### config.mk
export PLATFORM = sky130hd
export DESIGN_NAME = red_ctrl
export DESIGN_NICKNAME = d
export VERILOG_FILES = /design/src/rtl/red_pkg.sv /design/src/rtl/red_ctrl.sv
export SDC_FILE = /design/constraint.sdc
export NUM_CORES = 1
export LEC_CHECK = 0
export BUFFER_PORTS_ARGS = -buffer_cell sky130_fd_sc_hd__buf_2
export CORE_AREA = 4 4 41 43
export CTS_BUF_LIST = sky130_fd_sc_hd__clkbuf_2 sky130_fd_sc_hd__clkbuf_4 sky130_fd_sc_hd__clkbuf_8
export DETAILED_ROUTE_END_ITERATION = 7
export DIE_AREA = 0 0 45 47
export PLACE_DENSITY_LB_ADDON = 0.25
export SYNTH_ARGS = -nofsm -noshare
export SYNTH_HDL_FRONTEND = slang
export SYNTH_SLANG_ARGS = --single-unit
### constraint.sdc
create_clock -name clk -period 1.2 [get_ports clk]
set_input_delay 0.12 -clock clk [delete_from_list [all_inputs] [get_ports clk]]
set_output_delay 0.12 -clock clk [all_outputs]
set_load 0.005 [all_outputs]
### src/rtl/red_pkg.sv
`default_nettype none
package red_pkg;

  localparam int unsigned MaxQueueDefault = 4096;
  localparam int unsigned FillW = 13;
  localparam logic [FillW-1:0] FillLimit = 13'd8191;

  localparam logic [12:0] MinThrReset = 13'd20;
  localparam logic [12:0] MaxThrReset = 13'd80;
  localparam logic [15:0] WeightReset = 16'd131;
  localparam logic [15:0] MaxProbReset = 16'd6554;
  localparam logic [12:0] CapReset = 13'd100;

  localparam logic [2:0] RegMinThr = 3'd0;
  localparam logic [2:0] RegMaxThr = 3'd1;
  localparam logic [2:0] RegWeight = 3'd2;
  localparam logic [2:0] RegMaxProb = 3'd3;
  localparam logic [2:0] RegCap = 3'd4;

  localparam logic [1:0] VerdictEnq = 2'd0;
  localparam logic [1:0] VerdictEarly = 2'd1;
  localparam logic [1:0] VerdictForced = 2'd2;
  localparam logic [1:0] VerdictFull = 2'd3;

  typedef enum logic [3:0] {
    ST_IDLE,
    ST_AVG_MUL,
    ST_AVG_SUM,
    ST_CLASSIFY,
    ST_PB_MUL,
    ST_DIV,
    ST_CP_MUL,
    ST_TEST_MUL,
    ST_DECIDE,
    ST_OUT
  } state_t;

  typedef struct packed {
    logic load;
    logic avg_mul;
    logic avg_sum;
    logic classify;
    logic pb_mul;
    logic div_step;
    logic cp_mul;
    logic test_mul;
    logic decide;
  } red_cmd_t;

  typedef struct packed {
    logic early;
    logic div_done;
  } red_sts_t;

endpackage
`default_nettype wire

### src/rtl/red_ctrl.sv
`default_nettype none
module red_ctrl
  import red_pkg::*;
(
  input  wire      clk,
  input  wire      rst_n,
  input  wire      in_valid,
  output logic     in_stall,
  output logic     out_valid,
  input  wire      out_stall,
  input  red_sts_t sts,
  output red_cmd_t cmd
);

  state_t state_r, state_nxt;

  always_ff @(posedge clk) begin
    if (!rst_n) begin
      state_r <= ST_IDLE;
    end else begin
      state_r <= state_nxt;
    end
  end

  always_comb begin
    state_nxt = state_r;
    cmd = '0;
    in_stall = 1'b1;
    out_valid = 1'b0;
    case (state_r)
      ST_IDLE: begin
        in_stall = 1'b0;
        if (in_valid) begin
          cmd.load = 1'b1;
          state_nxt = ST_AVG_MUL;
        end
      end
      ST_AVG_MUL: begin
        cmd.avg_mul = 1'b1;
        state_nxt = ST_AVG_SUM;
      end
      ST_AVG_SUM: begin
        cmd.avg_sum = 1'b1;
        state_nxt = ST_CLASSIFY;
      end
      ST_CLASSIFY: begin
        cmd.classify = 1'b1;
        state_nxt = sts.early ? ST_PB_MUL : ST_DECIDE;
      end
      ST_PB_MUL: begin
        cmd.pb_mul = 1'b1;
        state_nxt = ST_DIV;
      end
      ST_DIV: begin
        cmd.div_step = 1'b1;
        if (sts.div_done) state_nxt = ST_CP_MUL;
      end
      ST_CP_MUL: begin
        cmd.cp_mul = 1'b1;
        state_nxt = ST_TEST_MUL;
      end
      ST_TEST_MUL: begin
        cmd.test_mul = 1'b1;
        state_nxt = ST_DECIDE;
      end
      ST_DECIDE: begin
        cmd.decide = 1'b1;
        state_nxt = ST_OUT;
      end
      ST_OUT: begin
        out_valid = 1'b1;
        if (!out_stall) state_nxt = ST_IDLE;
      end
      default: state_nxt = ST_IDLE;
    endcase
  end

endmodule
`default_nettype wire

* After elaboration in Yosys (flattened, before gate mapping) *
Index checks and enable logic that the tools add are counted.

word-level totals
  logic and storage cells = 32
  input port bits = 6
  register bits after elaboration = 4
  output and inout port bits = 11

cells by class
  reductions and logical operators = 2
  equal/unequal tests = 12
  mux-type cells = 17

operator list
  cell                                                                   count
  4-bit one-hot mux with 10 select lines                                 1
  4-bit by 3-bit equality test with 1-bit output, second input constant  4
  4-bit two-way mux                                                      4
  1-bit two-way mux                                                      12
  4-bit by 2-bit equality test with 1-bit output, second input constant  2
  4-bit equality test, second input constant                             2
  2-bit != test, second input constant                                   3
  4-bit by 1-bit equality test with 1-bit output, second input constant  1
  4-bit zero test                                                        1
  3-bit AND reduction                                                    1

* Logic depth before layout (Yosys ltp) *
Gate-level depths: netlist of run 1.

  depth in word-level cells = 3
  depth in mapped cells = 4
  gate-level depth less buffers = 3

* Worst setup path after synthesis of run 1 *
Ideal clock, no wire load.

  kind = register -> register
  start = register state_r[3]
  end = register state_r[0]
  setup slack = 0.178 ns
  cell stages (with the launch flop) = 5
  clock period less this slack = 1.022 ns
  required time = 1.085 ns
  library setup time = 0.115 ns
  buffers on the path = 1
  arrival time = 0.907 ns
  cells stage by stage = dfxtp_1 > buf_2 > nor4_1 > nor3_1 > o21a_1

on the way
  word-level cells in the longest chain between the ends = 3
  elaborated cells on any way between the ends = 15
  classes of those cells = eq/ne (12); mux (1); reduce/logical (2)

RTL lines
  item                                                                          RTL line        text
  start, declared                                                               red_ctrl.sv:15  state_t state_r, state_nxt;
  start signal, assigned                                                        red_ctrl.sv:21  state_r <= state_nxt;
  4-bit by 3-bit equality test with 1-bit output, or another cell as far along  red_ctrl.sv:30  case (state_r)
  2-bit != test (no source line)                                                --
  3-bit AND reduction (no source line)                                          --

Parallel ways exist; a longest one is shown, timed or not.
A chain may end at the register's enable or synchronous reset.

* Worst setup path after layout of run 1 *
  start = register state_r[2]
  end = register state_r[0]

Same word-level chain as after synthesis.

==> results of run 1 <==
## kinds of logic after synthesis
group	after synthesis	share of synthesized area, %
AO/OA/AOI/OAI	5	13.36
flip-flops	4	27.59
multiplexers	1	3.448
buffers and inverters	3	5.171
AND/OR/NAND/NOR	28	50.44
## layer usage
metal | global-route usage, % | up-vias | wire length [µm]
li1 | - | 181 | -
met1 | 10.91 | 154 | 363
met2 | 16.67 | 7 | 482
met3 | 5.747 | 4 | 52
met4 | 5.263 | 0 | 15
met5 | 0 | - | 0
## placed cells by master, fill, tap and decap left out, types with 2 or more instances in the layout
cell type / count
sky130_fd_sc_hd__buf_6: 2
sky130_fd_sc_hd__nor2_1: 6
sky130_fd_sc_hd__clkbuf_4: 3
sky130_fd_sc_hd__nand2b_4: 4
sky130_fd_sc_hd__dfxtp_4: 3
sky130_fd_sc_hd__nor3_1: 5
sky130_fd_sc_hd__o21a_1: 3
sky130_fd_sc_hd__buf_2: 17
sky130_fd_sc_hd__nor2b_1: 2
sky130_fd_sc_hd__nor3_2: 3
## synth_stat cells, drive strengths merged, types with 2 or more instances
library cell	count
nor3	8
nor2	7
nand2b	5
dfxtp	4
buf	3
o21a	3
nand2	2
nor2b	2
## final cells by class
| type | count | area share [%] |
|---|---|---|
| multi-input cells | 34 | 49.62 |
| repair buffers | 20 | 23.29 |
| flip-flops and latches | 4 | 18.73 |
| clock buffers | 3 | 4.557 |
| well taps | 15 | 3.797 |
## worst paths after layout
check / from / endpoint / slack [ns] / cells after the start
setup / recovery: state_r[2]$_SDFFE_PN0P_ / state_r[0]$_SDFFE_PN0P_ / 0.02 / 5
hold / removal: rst_n / state_r[0]$_SDFFE_PN0P_ / 0.12 / 2
setup reg to reg: state_r[2]$_SDFFE_PN0P_ / state_r[0]$_SDFFE_PN0P_ / 0.02 / 5
hold reg to reg: state_r[1]$_SDFFE_PN0P_ / state_r[1]$_SDFFE_PN0P_ / 0.56 / 2
## per-stage QoR
| stage | power [µW] | setup WS (ns) | setup TNS (ns) | cells |
|---|---|---|---|---|
| 6_report | 425.5 | 0.01814 | 0 | 76 |
| 5_1_grt | 461.7 | -0.04760 | -0.1245 | 76 |
| 4_1_cts | 422.0 | -0.01809 | -0.02669 | 76 |
| 3_5_place_dp | 242.2 | 0.08841 | 0 | 71 |
| 3_3_place_gp | 241.6 | 0.09323 | 0 | 71 |
| 2_1_floorplan | 205.4 | 0.1781 | 0 | 41 |
## power by group through the flow
stage | Combinational, µW | Clock (µW) | Sequential (µW)
after floorplan | 56.3 | 0 | 149
after global placement | 83.0 | 0 | 159
after detailed placement | 83.1 | 0 | 159
after CTS | 91.2 | 168 | 162
after global routing | 108 | 187 | 167
final | 97.2 | 164 | 164
## repair_timing
item                                    CTS  global route
hold buffers                              0             0
pin swaps                                 1             1
resized for setup                         9            10
endpoints found under the setup margin   10            10
gates cloned                              1             0
buffers inserted                          1             0
==> results.md, run 1 <==
| Quantity | This run | Unit |
| --- | --- | --- |
| Overall global routing resource usage | 10.35 | % |
| FF+latch count, synth | 4 | - |
| Longest Clk Path Bufs | 2 | - |
| Max-slew violation count | 0 | - |
| Worst Path Required | 1.33 | ns |
| Port Buffers | 16 | - |
| Cell chain of the critical path | buf_4 > buf_2 > nor4_1 > nor3_1 > o21a_1 | - |
| Die width | 45 | µm |
| Synth Warn # | 0 | - |
| Total leakage power | 0.0002380 | µW |
| Clk sinks | 4 | - |
| Number of levels the H-tree was split into | 1 | - |
| CORE AREA | 0.001301 | mm² |
| Final setup violating endpoints | 0 | - |
| Flip-flop count of the largest register after layout | 4 | - |
| Share of total power in the clock network | 38.6 | % |
| Number of fill cells in the layout | 154 | - |
| Number of cells produced by synthesis | 41 | - |
| Final hold vios | 0 | - |
| Worst relative slew slack | 83.42 | % |
| Type of the worst min-delay path | input port to flip-flop | - |
| Violation count after the first detailed-route iteration | 1 | - |
| Mean routed wirelength per cell | 12.01 | µm |
| Fraction of synthesis flops using an asynchronous set or reset pin | 0 | % |
| Detailed-router iteration count before antenna repair | 2 | - |
| Avg Synthesized Cell Area | 7.080 | µm² |
| Dominant cell type by area after synthesis | sky130_fd_sc_hd__dfxtp_1 | - |
| Area added between synthesis and finish | 70.26 | % |
| Vias/cell | 4.553 | - |
| CTS buffer count | 3 | - |
| Number of enable flip-flop cells after synthesis | 0 | - |
| Worst hold slack after final layout | 0.1224 | ns |
| Starting Density | 22.31 | % |
| Slowest cell on the critical path | sky130_fd_sc_hd__dfxtp_2 | - |
| Worst path top cell family by delay | simple AND/OR/NAND/NOR gates | - |
| Post-layout minimum cycle time | 1.182 | ns |
| Startpoint Class | flip-flop | - |
| Max Clk Rate | 0.8461 | GHz |
| Clock-pin slew reported for the worst setup and hold paths after clock tree synthesis | 0.04 | ns |
| Most flops, register | state_r | - |
| Share of total power consumed by net switching | 27.72 | % |
| P per Cell Area | 861.0 | mW/mm² |
| Aggregate routed wire length | 913 | µm |
| Clock latency reported for the late side of the worst-skew pair | 0.23 | ns |
| Post-synth top area share | 27.59 | % |
| Prevailing post-synth register cell | sky130_fd_sc_hd__dfxtp_1 | - |
| Utilization of the core after routing | 37.98 | % |
| Final HPWL from detailed placement | 645.1 | µm |
| Wire length of the first global-routing pass | 1.490 | mm |
| CP max FO | 5 | - |
| Final antenna-violating net count | 0 | - |
| Largest vdd supply drop | 0.5155 | mV |
| Die Footprint | 0.002115 | mm² |
| Sw Pwr | 117.9 | µW |
| Non-Filler Cell Area, Final | 494.2 | µm² |
| CP Buf/Inv Count | 2 | - |
| Cell Int Power | 307.6 | µW |
| Overall via count from detail_route | 346 | - |
| Fraction of layout instances using a drive strength above 1 | 60.66 | % |
| Largest net degree at the start of global routing | 10 | - |
| Net count of the mapped netlist | 47 | - |
| RSZ-0062 raised after global routing | true | - |
| Power share of the combinational group | 22.8 | % |
| Result of the run | completed | - |
| Worst slew pin tran | 0.2464 | ns |
| Final clock skew | 0.002045 | ns |
| Die Ht | 47 | µm |
| Number of rows in the core area | 13 | - |
| Residual DRC | 0 | - |
| Sequential cell area | 92.59 | µm² |
| Root Driver | sky130_fd_sc_hd__clkbuf_4 | - |
| Total area of multi-input combinational cells | 245.2 | µm² |
| Sequential Power Share | 38.5 | % |
| Distinct cell type count of the synthesized netlist | 15 | - |
| Final weighted congestion in routability-driven placement | 0.7948 | - |
| Count of maximum capacitance violations | 0 | - |
| Number of ports placed on the die boundary | 17 | - |
| Kind of critical path | flip-flop to flip-flop | - |
| Antenna violations before repair | 0 | - |
| Capturing element type of the critical path | flip-flop | - |
| Top cells by area, synth | sky130_fd_sc_hd__dfxtp_1 (28%), sky130_fd_sc_hd__nor3_1 (14%), sky130_fd_sc_hd__nand2b_1 (11%) | - |
| Antenna cells | 0 | - |
| Clock tree from TritonCTS | built | - |
| Max stage delay on crit path | 0.31 | ns |
| Synth Cell Area | 290.3 | µm² |
| Registers with the most flip-flops | state_r x4 | - |
| Arrival time of the worst setup path | 1.31 | ns |
| Total overflow reported by the global router | 0 | - |
| Sequential fraction of the synthesis area | 27.59 | % |
| Vias in the first global route | 332 | - |
| Placement-stage cell area | 389.1 | µm² |
| Final-stage net count | 69 | - |
| Post-route fraction of the period consumed by the critical path | 98.49 | % |
No activity file was read; power rests on OpenSTA's default activity.
==> run 2: changes to the inputs <==
--- a/config.mk
+++ b/config.mk
@@ -8,8 +8,11 @@
 export BUFFER_PORTS_ARGS = -buffer_cell sky130_fd_sc_hd__buf_2
 export CORE_AREA = 4 4 41 43
 export CTS_BUF_LIST = sky130_fd_sc_hd__clkbuf_2 sky130_fd_sc_hd__clkbuf_4 sky130_fd_sc_hd__clkbuf_8
+export CTS_CLUSTER_SIZE = 20
 export DETAILED_ROUTE_END_ITERATION = 7
 export DIE_AREA = 0 0 45 47
+export GPL_ROUTABILITY_DRIVEN = 0
+export MAX_ROUTING_LAYER = met4
 export PLACE_DENSITY_LB_ADDON = 0.25
 export SYNTH_ARGS = -nofsm -noshare
 export SYNTH_HDL_FRONTEND = slang
==> run 2 against run 1 <==
Effect of this change: final area did not move; via count is the same; die area unchanged; clock skew about the same; first-iteration DRC count unchanged; global-route usage rose by 0.34 points; critical path depth did not move; clock power about the same; flip-flop and latch count unchanged; wire length up 0.33%; register-to-register slack about the same.
==> results.md, run 2 (same netlist as run 1, synthesis figures left out) <==
| Quantity | This run | Unit | Change |
| --- | --- | --- | --- |
| Finished Layout Cells | 76 | - | unchanged |
| Most flops, register | state_r | - |  |
| Vias in the first global route | 332 | - | unchanged |
| CTS buffer count | 3 | - | unchanged |
| Worst slew pin tran | 0.2464 | ns | unchanged |
| Max stage delay on crit path | 0.31 | ns | about the same |
| Clock latency reported for the late side of the worst-skew pair | 0.24 | ns | about the same |
| Kind of critical path | flip-flop to flip-flop | - |  |
| Startpoint Class | flip-flop | - |  |
| End point of the critical path | state_r[0]$_SDFFE_PN0P_ | - |  |
| Setup Total Neg Slack | 0 | ns | unchanged |
| Detailed-router iteration count before antenna repair | 2 | - | unchanged |
| Final total power | 426.3 | µW | +0.17% |
| Arrival time of the worst setup path | 1.31 | ns | about the same |
| Leading cell type in the layout, fill and taps excluded | sky130_fd_sc_hd__buf_2 | - |  |
| Overall via count from detail_route | 346 | - | unchanged |
| Final clock skew | 0.002028 | ns | -0.00001719 ns |
| Sw Pwr | 118.6 | µW | +0.59% |
| RSZ-0062 raised after global routing | true | - |  |
| Worst Path Required | 1.33 | ns | about the same |
| Final-stage net count | 69 | - | unchanged |
| Largest vdd supply drop | 0.5181 | mV | +0.52% |
| Final hold vios | 0 | - | unchanged |
| Port Buffers | 16 | - | unchanged |
| Stages on worst setup path | 5 | - | unchanged |
| Post-route fraction of the period consumed by the critical path | 98.49 | % | about the same |
| Die Footprint | 0.002115 | mm² | unchanged |
| Worst R2R Start | state_r[2]$_SDFFE_PN0P_ | - |  |
| CP max FO | 5 | - | unchanged |
| Flip-flop count of the largest register after layout | 4 | - | unchanged |
| Commonest cells after routing, fill and taps aside | sky130_fd_sc_hd__buf_2 (17), sky130_fd_sc_hd__nor2_1 (6), sky130_fd_sc_hd__nor3_1 (5) | - |  |
| Fraction of layout instances using a drive strength above 1 | 60.66 | % | unchanged |
| Vias/cell | 4.553 | - | unchanged |
| Largest net degree at the start of global routing | 10 | - | unchanged |
| Result of the run | completed | - |  |
| Max-slew violation count | 0 | - | unchanged |
| Max Clk Rate | 0.8461 | GHz | about the same |
| Total overflow reported by the global router | 0 | - | unchanged |
| Worst relative slew slack | 83.42 | % | unchanged |
| Antenna violations before repair | 0 | - | unchanged |
| Number of ports placed on the die boundary | 17 | - | unchanged |
| Cell Int Power | 307.6 | µW | about the same |
| Die width | 45 | µm | unchanged |
| Sequential Power Share | 38.5 | % | about the same |
| Number of levels the H-tree was split into | 1 | - | unchanged |
| Clk sinks | 4 | - | unchanged |
| Count of hold-fix buffers inserted at cts | 0 | - | unchanged |
| Number of rows in the core area | 13 | - | unchanged |
| Clock tree from TritonCTS | built | - |  |
| Source of the critical timing path | state_r[2]$_SDFFE_PN0P_ | - |  |
| Power share of the combinational group | 22.8 | % | about the same |
| Share of total power in the clock network | 38.7 | % | about the same |
| Antenna cells | 0 | - | unchanged |
| Post-layout minimum cycle time | 1.182 | ns | +0.00001750 ns |
| Final antenna-violating net count | 0 | - | unchanged |
| Worst reg2reg path depth | 5 | - | unchanged |
| Utilization of the core after routing | 37.98 | % | unchanged |
| Reg2Reg Capture Point | state_r[0]$_SDFFE_PN0P_ | - |  |
| Share of total power consumed by net switching | 27.83 | % | +0.12 points |
| Capturing element type of the critical path | flip-flop | - |  |
| Aggregate routed wire length | 916 | µm | +0.33% |
| Worst hold slack after final layout | 0.1216 | ns | -0.0008780 ns |
| Minimum setup slack among reg-to-reg paths | 0.02 | ns | about the same |
| Total leakage power | 0.0002380 | µW | unchanged |
| Cell chain of the critical path | buf_4 > buf_2 > nor4_1 > nor3_1 > o21a_1 | - |  |
| Overall global routing resource usage | 10.69 | % | +0.34 points |
| Starting Density | 22.31 | % | unchanged |
| P per Cell Area | 862.5 | mW/mm² | +0.17% |
| Violation count after the first detailed-route iteration | 1 | - | unchanged |
| Mean routed wirelength per cell | 12.05 | µm | +0.33% |
| Registers with the most flip-flops | state_r x4 | - |  |
| Area added between synthesis and finish | 70.26 | % | unchanged |
| CP Buf/Inv Count | 2 | - | unchanged |
| Worst path top cell family by delay | simple AND/OR/NAND/NOR gates | - |  |
| CORE AREA | 0.001301 | mm² | unchanged |
| Residual DRC | 0 | - | unchanged |
| Slowest cell on the critical path | sky130_fd_sc_hd__dfxtp_2 | - |  |
| Type of the worst min-delay path | input port to flip-flop | - |  |
| Final HPWL from detailed placement | 645.1 | µm | unchanged |
| Count of maximum capacitance violations | 0 | - | unchanged |
| Longest Clk Path Bufs | 2 | - | unchanged |
| Die Ht | 47 | µm | unchanged |
| Wire length of the first global-routing pass | 1.490 | mm | unchanged |
| Root Driver | sky130_fd_sc_hd__clkbuf_4 | - |  |
| Number of fill cells in the layout | 154 | - | unchanged |
| Final setup violating endpoints | 0 | - | unchanged |
| Clock-pin slew reported for the worst setup and hold paths after clock tree synthesis | 0.04 | ns | about the same |
| Cell Count Post-Placement | 71 | - | unchanged |
## run 2: cell counts in the layout (fill, tap and decap cells not counted)
No cell type changed its count.
## run 2: worst min path at each step
stage                     slack (ns)                 endpoint  cells after the start   from
final                           0.12  state_r[0]$_SDFFE_PN0P_                      2  rst_n
after global placement          0.36  state_r[0]$_SDFFE_PN0P_                      2  rst_n
after floorplan                 0.24  state_r[3]$_SDFFE_PN0P_                      1  rst_n
after CTS                       0.12  state_r[0]$_SDFFE_PN0P_                      2  rst_n
after global routing            0.13  state_r[0]$_SDFFE_PN0P_                      2  rst_n
after detailed placement        0.36  state_r[0]$_SDFFE_PN0P_                      2  rst_n
## run 2: area by class of cell
class                           count  area [µm²]  share of cell area (%)
Sequential cell                     4       92.59                   18.73
Timing Repair Buffer               20       115.1                   23.29
Multi-Input combinational cell     34       245.2                   49.62
Tap cell                           15       18.77                   3.797
Clock buffer                        3       22.52                   4.557
## run 2: power groups by stage
| stage | clock, µW | combinational (µW) | sequential [µW] |
|---|---|---|---|
| 2_1_floorplan | 0 | 56.3 | 149 |
| 3_3_place_gp | 0 | 83.0 | 159 |
| 3_5_place_dp | 0 | 83.1 | 159 |
| 4_1_cts | 168 | 91.2 | 162 |
| 5_1_grt | 187 | 108 | 167 |
| 6_report | 165 | 97.2 | 164 |
## run 2: routing by layer
| metal | part of all wire [%] | vias to the layer above | track usage (%) |
|---|---|---|---|
| met5 | 0 | - | - |
| met2 | 53 | 7 | 16.67 |
| met1 | 40 | 154 | 10.91 |
| met4 | 1.9 | 0 | 5.263 |
| met3 | 5.6 | 4 | 5.747 |
| li1 | - | 181 | - |
## run 2: what timing repair did
item                                    4_1_cts  5_1_grt
endpoints found under the setup margin       10       10
buffers inserted                              1        0
pin swaps                                     1        1
gates cloned                                  1        0
gates resized for setup                       9       10
## run 2: through the flow
stage | cell area (µm²) | setup WS (ns)
3_5_place_dp | 389.1 | 0.08841
5_1_grt | 494.2 | -0.04760
2_1_floorplan | 290.3 | 0.1781
4_1_cts | 452.9 | -0.01809
6_report | 494.2 | 0.01813
3_3_place_gp | 389.1 | 0.09323
==> run 3: changes to the inputs <==
--- a/config.mk
+++ b/config.mk
@@ -13,7 +13,7 @@
 export DIE_AREA = 0 0 45 47
 export GPL_ROUTABILITY_DRIVEN = 0
 export MAX_ROUTING_LAYER = met4
-export PLACE_DENSITY_LB_ADDON = 0.25
+export PLACE_DENSITY = 0.54
 export SYNTH_ARGS = -nofsm -noshare
 export SYNTH_HDL_FRONTEND = slang
 export SYNTH_SLANG_ARGS = --single-unit
==> constraint.sdc (replaced) <==
create_clock -name clk -period 1.05 [get_ports clk]
set_input_delay 0.105 -clock clk [delete_from_list [all_inputs] [get_ports clk]]
set_output_delay 0.105 -clock clk [all_outputs]
set_load 0.005 [all_outputs]
==> run 3 against run 2 <==
Effect of this change: the run now ends with setup timing left; non-clock buffer count up 7; worst hold slack better by 0.0033 ns; global-route usage down 0.25 points; count of clock-buffer cells in the layout is the same; critical endpoint is now cmd[5]; largest cell class unchanged; largest power group unchanged.
==> results.md, run 3 (same netlist as run 1, synthesis figures left out) <==
| Quantity | This run | Unit | Change |
| --- | --- | --- | --- |
| Post-layout minimum cycle time | 1.177 | ns |  |
| Worst slew pin tran | 0.2216 | ns | -0.02480 ns |
| Vias in the first global route | 378 | - | +14% |
| Capturing element type of the critical path | primary output | - |  |
| Result of the run | finished with violations | - |  |
| Startpoint Class | flip-flop | - |  |
| Most flops, register | state_r | - |  |
| Final hold vios | 0 | - | unchanged |
| Total leakage power | 0.0002829 | µW | +19% |
| Overall via count from detail_route | 387 | - | +12% |
| Final antenna-violating net count | 0 | - | unchanged |
| Post-route fraction of the period consumed by the critical path | 112.1 | % |  |
| Minimum setup slack among reg-to-reg paths | -0.07 | ns | -0.09 ns |
| Count of maximum capacitance violations | 0 | - | unchanged |
| Slowest cell on the critical path | sky130_fd_sc_hd__dfxtp_2 | - |  |
| Final setup violating endpoints | 14 | - | +14 |
| Cell Count Post-Placement | 75 | - | +5.6% |
| CP max FO | 7 | - | +2 |
| Max stage delay on crit path | 0.31 | ns | about the same |
| Kind of critical path | flip-flop to primary output | - |  |
| Aggregate routed wire length | 977 | µm | +6.7% |
| Setup Total Neg Slack | -0.8752 | ns | -0.8752 ns |
| Starting Density | 22.31 | % | unchanged |
| CTS buffer count | 3 | - | unchanged |
| Worst Path Required | 0.94 | ns | -0.39 ns |
| Die Ht | 47 | µm | unchanged |
| Detailed-router iteration count before antenna repair | 4 | - | +2 |
| Largest net degree at the start of global routing | 9 | - | -1 |
| Worst Setup Slack, final | -0.1270 | ns | -0.1451 ns |
| Max Clk Rate | 0.8496 | GHz |  |
| Leading cell type in the layout, fill and taps excluded | sky130_fd_sc_hd__buf_2 | - |  |
| Max-slew violation count | 0 | - | unchanged |
| Count of hold-fix buffers inserted at cts | 0 | - | unchanged |
| Worst relative slew slack | 85.09 | % | +1.7 points |
| Share of total power consumed by net switching | 28.70 | % | +0.86 points |
| Total overflow reported by the global router | 0 | - | unchanged |
| Area added between synthesis and finish | 108.6 | % |  |
| Largest vdd supply drop | 0.4193 | mV | -19% |
| Registers with the most flip-flops | state_r x4 | - |  |
| Longest Clk Path Bufs | 2 | - | unchanged |
| Number of ports placed on the die boundary | 17 | - | unchanged |
| P per Cell Area | 870.1 | mW/mm² | +0.89% |
| Final total power | 526.9 | µW | +24% |
| Clock latency reported for the late side of the worst-skew pair | 0.23 | ns | about the same |
| Vias/cell | 4.663 | - | +2.4% |
| Number of fill cells in the layout | 147 | - | -4.5% |
| Root Driver | sky130_fd_sc_hd__clkbuf_4 | - |  |
| Commonest cells after routing, fill and taps aside | sky130_fd_sc_hd__buf_2 (16), sky130_fd_sc_hd__buf_4 (8), sky130_fd_sc_hd__nand2b_4 (4), sky130_fd_sc_hd__nor3_2 (4) | - |  |
| Wire length of the first global-routing pass | 1.497 | mm | +0.47% |
| Final HPWL from detailed placement | 632 | µm | -2.0% |
| Clock tree from TritonCTS | built | - |  |
| Final-stage net count | 76 | - | +10% |
| Die width | 45 | µm | unchanged |
| Antenna violations before repair | 0 | - | unchanged |
| CP Buf/Inv Count | 3 | - | +1 |
| Sequential Power Share | 35.1 | % | -3.4 points |
| Antenna cells | 0 | - | unchanged |
| Sw Pwr | 151.2 | µW | +27% |
| Clk sinks | 4 | - | unchanged |
| Final clock skew | 0.001186 | ns | -0.0008418 ns |
| Power share of the combinational group | 28.5 | % | +5.7 points |
| Finished Layout Cells | 83 | - | +9.2% |
| Die Footprint | 0.002115 | mm² | unchanged |
| Violated checks | setup timing | - |  |
| Violation count after the first detailed-route iteration | 3 | - | +2 |
| Fraction of layout instances using a drive strength above 1 | 75.00 | % | +14 points |
| Utilization of the core after routing | 46.54 | % | +8.6 points |
| Share of total power in the clock network | 36.4 | % | -2.3 points |
| Type of the worst min-delay path | input port to flip-flop | - |  |
| Overall global routing resource usage | 10.43 | % | -0.25 points |
| Cell chain of the critical path | buf_6 > buf_12 > nor3_4 > buf_2 | - |  |
| CORE AREA | 0.001301 | mm² | unchanged |
| Number of levels the H-tree was split into | 1 | - | unchanged |
| Flip-flop count of the largest register after layout | 4 | - | unchanged |
| RSZ-0062 raised after global routing | true | - |  |
| Number of rows in the core area | 13 | - | unchanged |
| Clock-pin slew reported for the worst setup and hold paths after clock tree synthesis | 0.04 | ns | about the same |
| Port Buffers | 16 | - | unchanged |
| Worst path top cell family by delay | buffers and inverters | - |  |
| Mean routed wirelength per cell | 11.77 | µm | -2.3% |
| Arrival time of the worst setup path | 1.07 | ns | -0.24 ns |
| Residual DRC | 0 | - | unchanged |
| Cell Int Power | 375.7 | µW | +22% |
run 3: changes by cell type in the layout (fill, tap and decap cells not counted), sizes merged:
cell,previous run,this run
buf,20,27
run 3: final timing paths:
path / from / end / cells after the start
setup reg to reg: state_r[2]$_SDFFE_PN0P_ / state_r[0]$_SDFFE_PN0P_ / 4
hold / removal: rst_n / state_r[0]$_SDFFE_PN0P_ / 2
setup / recovery: state_r[2]$_SDFFE_PN0P_ / cmd[5] / 4
hold reg to reg: state_r[1]$_SDFFE_PN0P_ / state_r[1]$_SDFFE_PN0P_ / 2
run 3: final cells by class:
cell class | count | area, µm² | share of cell area, %
tap | 15 | 18.77 | 3.099
sequential | 4 | 92.59 | 15.29
multi-input combinational | 34 | 289.0 | 47.73
clock buffer | 3 | 22.52 | 3.719
timing repair buffer | 27 | 182.7 | 30.17
run 3: metrics by stage:
step / hold slack (ns) / area [µm²] / worst slack (ns)
6_report: 0.1249 / 605.6 / -0.1270
5_1_grt: 0.1158 / 605.6 / -0.2105
4_1_cts: 0.1044 / 533.0 / -0.1790
3_5_place_dp: 0.3503 / 419.2 / -0.06321
3_3_place_gp: 0.3513 / 419.2 / -0.02952
2_1_floorplan: 0.2227 / 290.3 / 0.02806
run 3: timing repair:
item | CTS | global route
buffers inserted | 3 | 2
gates resized for setup | 16 | 13
gates cloned | 0 | 0
endpoints found under the hold margin | 0 | 0
endpoints found under the setup margin | 14 | 15
pin swaps | 4 | 7
run 3: metal layers:
metal / vias to the layer above / GRT usage, % / wire, µm
li1: 197 / - / -
met1: 174 / 10.66 / 421
met2: 12 / 16.95 / 478
met3: 4 / 2.299 / 59
met4: 0 / 8.772 / 18
met5: - / - / 0
run 3: power by group through the flow:
stage / Combinational, µW / Clock (µW) / Sequential [µW]
after CTS: 128 / 202 / 183
after floorplan: 64.3 / 0 / 170
after global routing: 164 / 218 / 187
final: 150 / 192 / 185
after global placement: 108 / 0 / 181
after detailed placement: 107 / 0 / 182
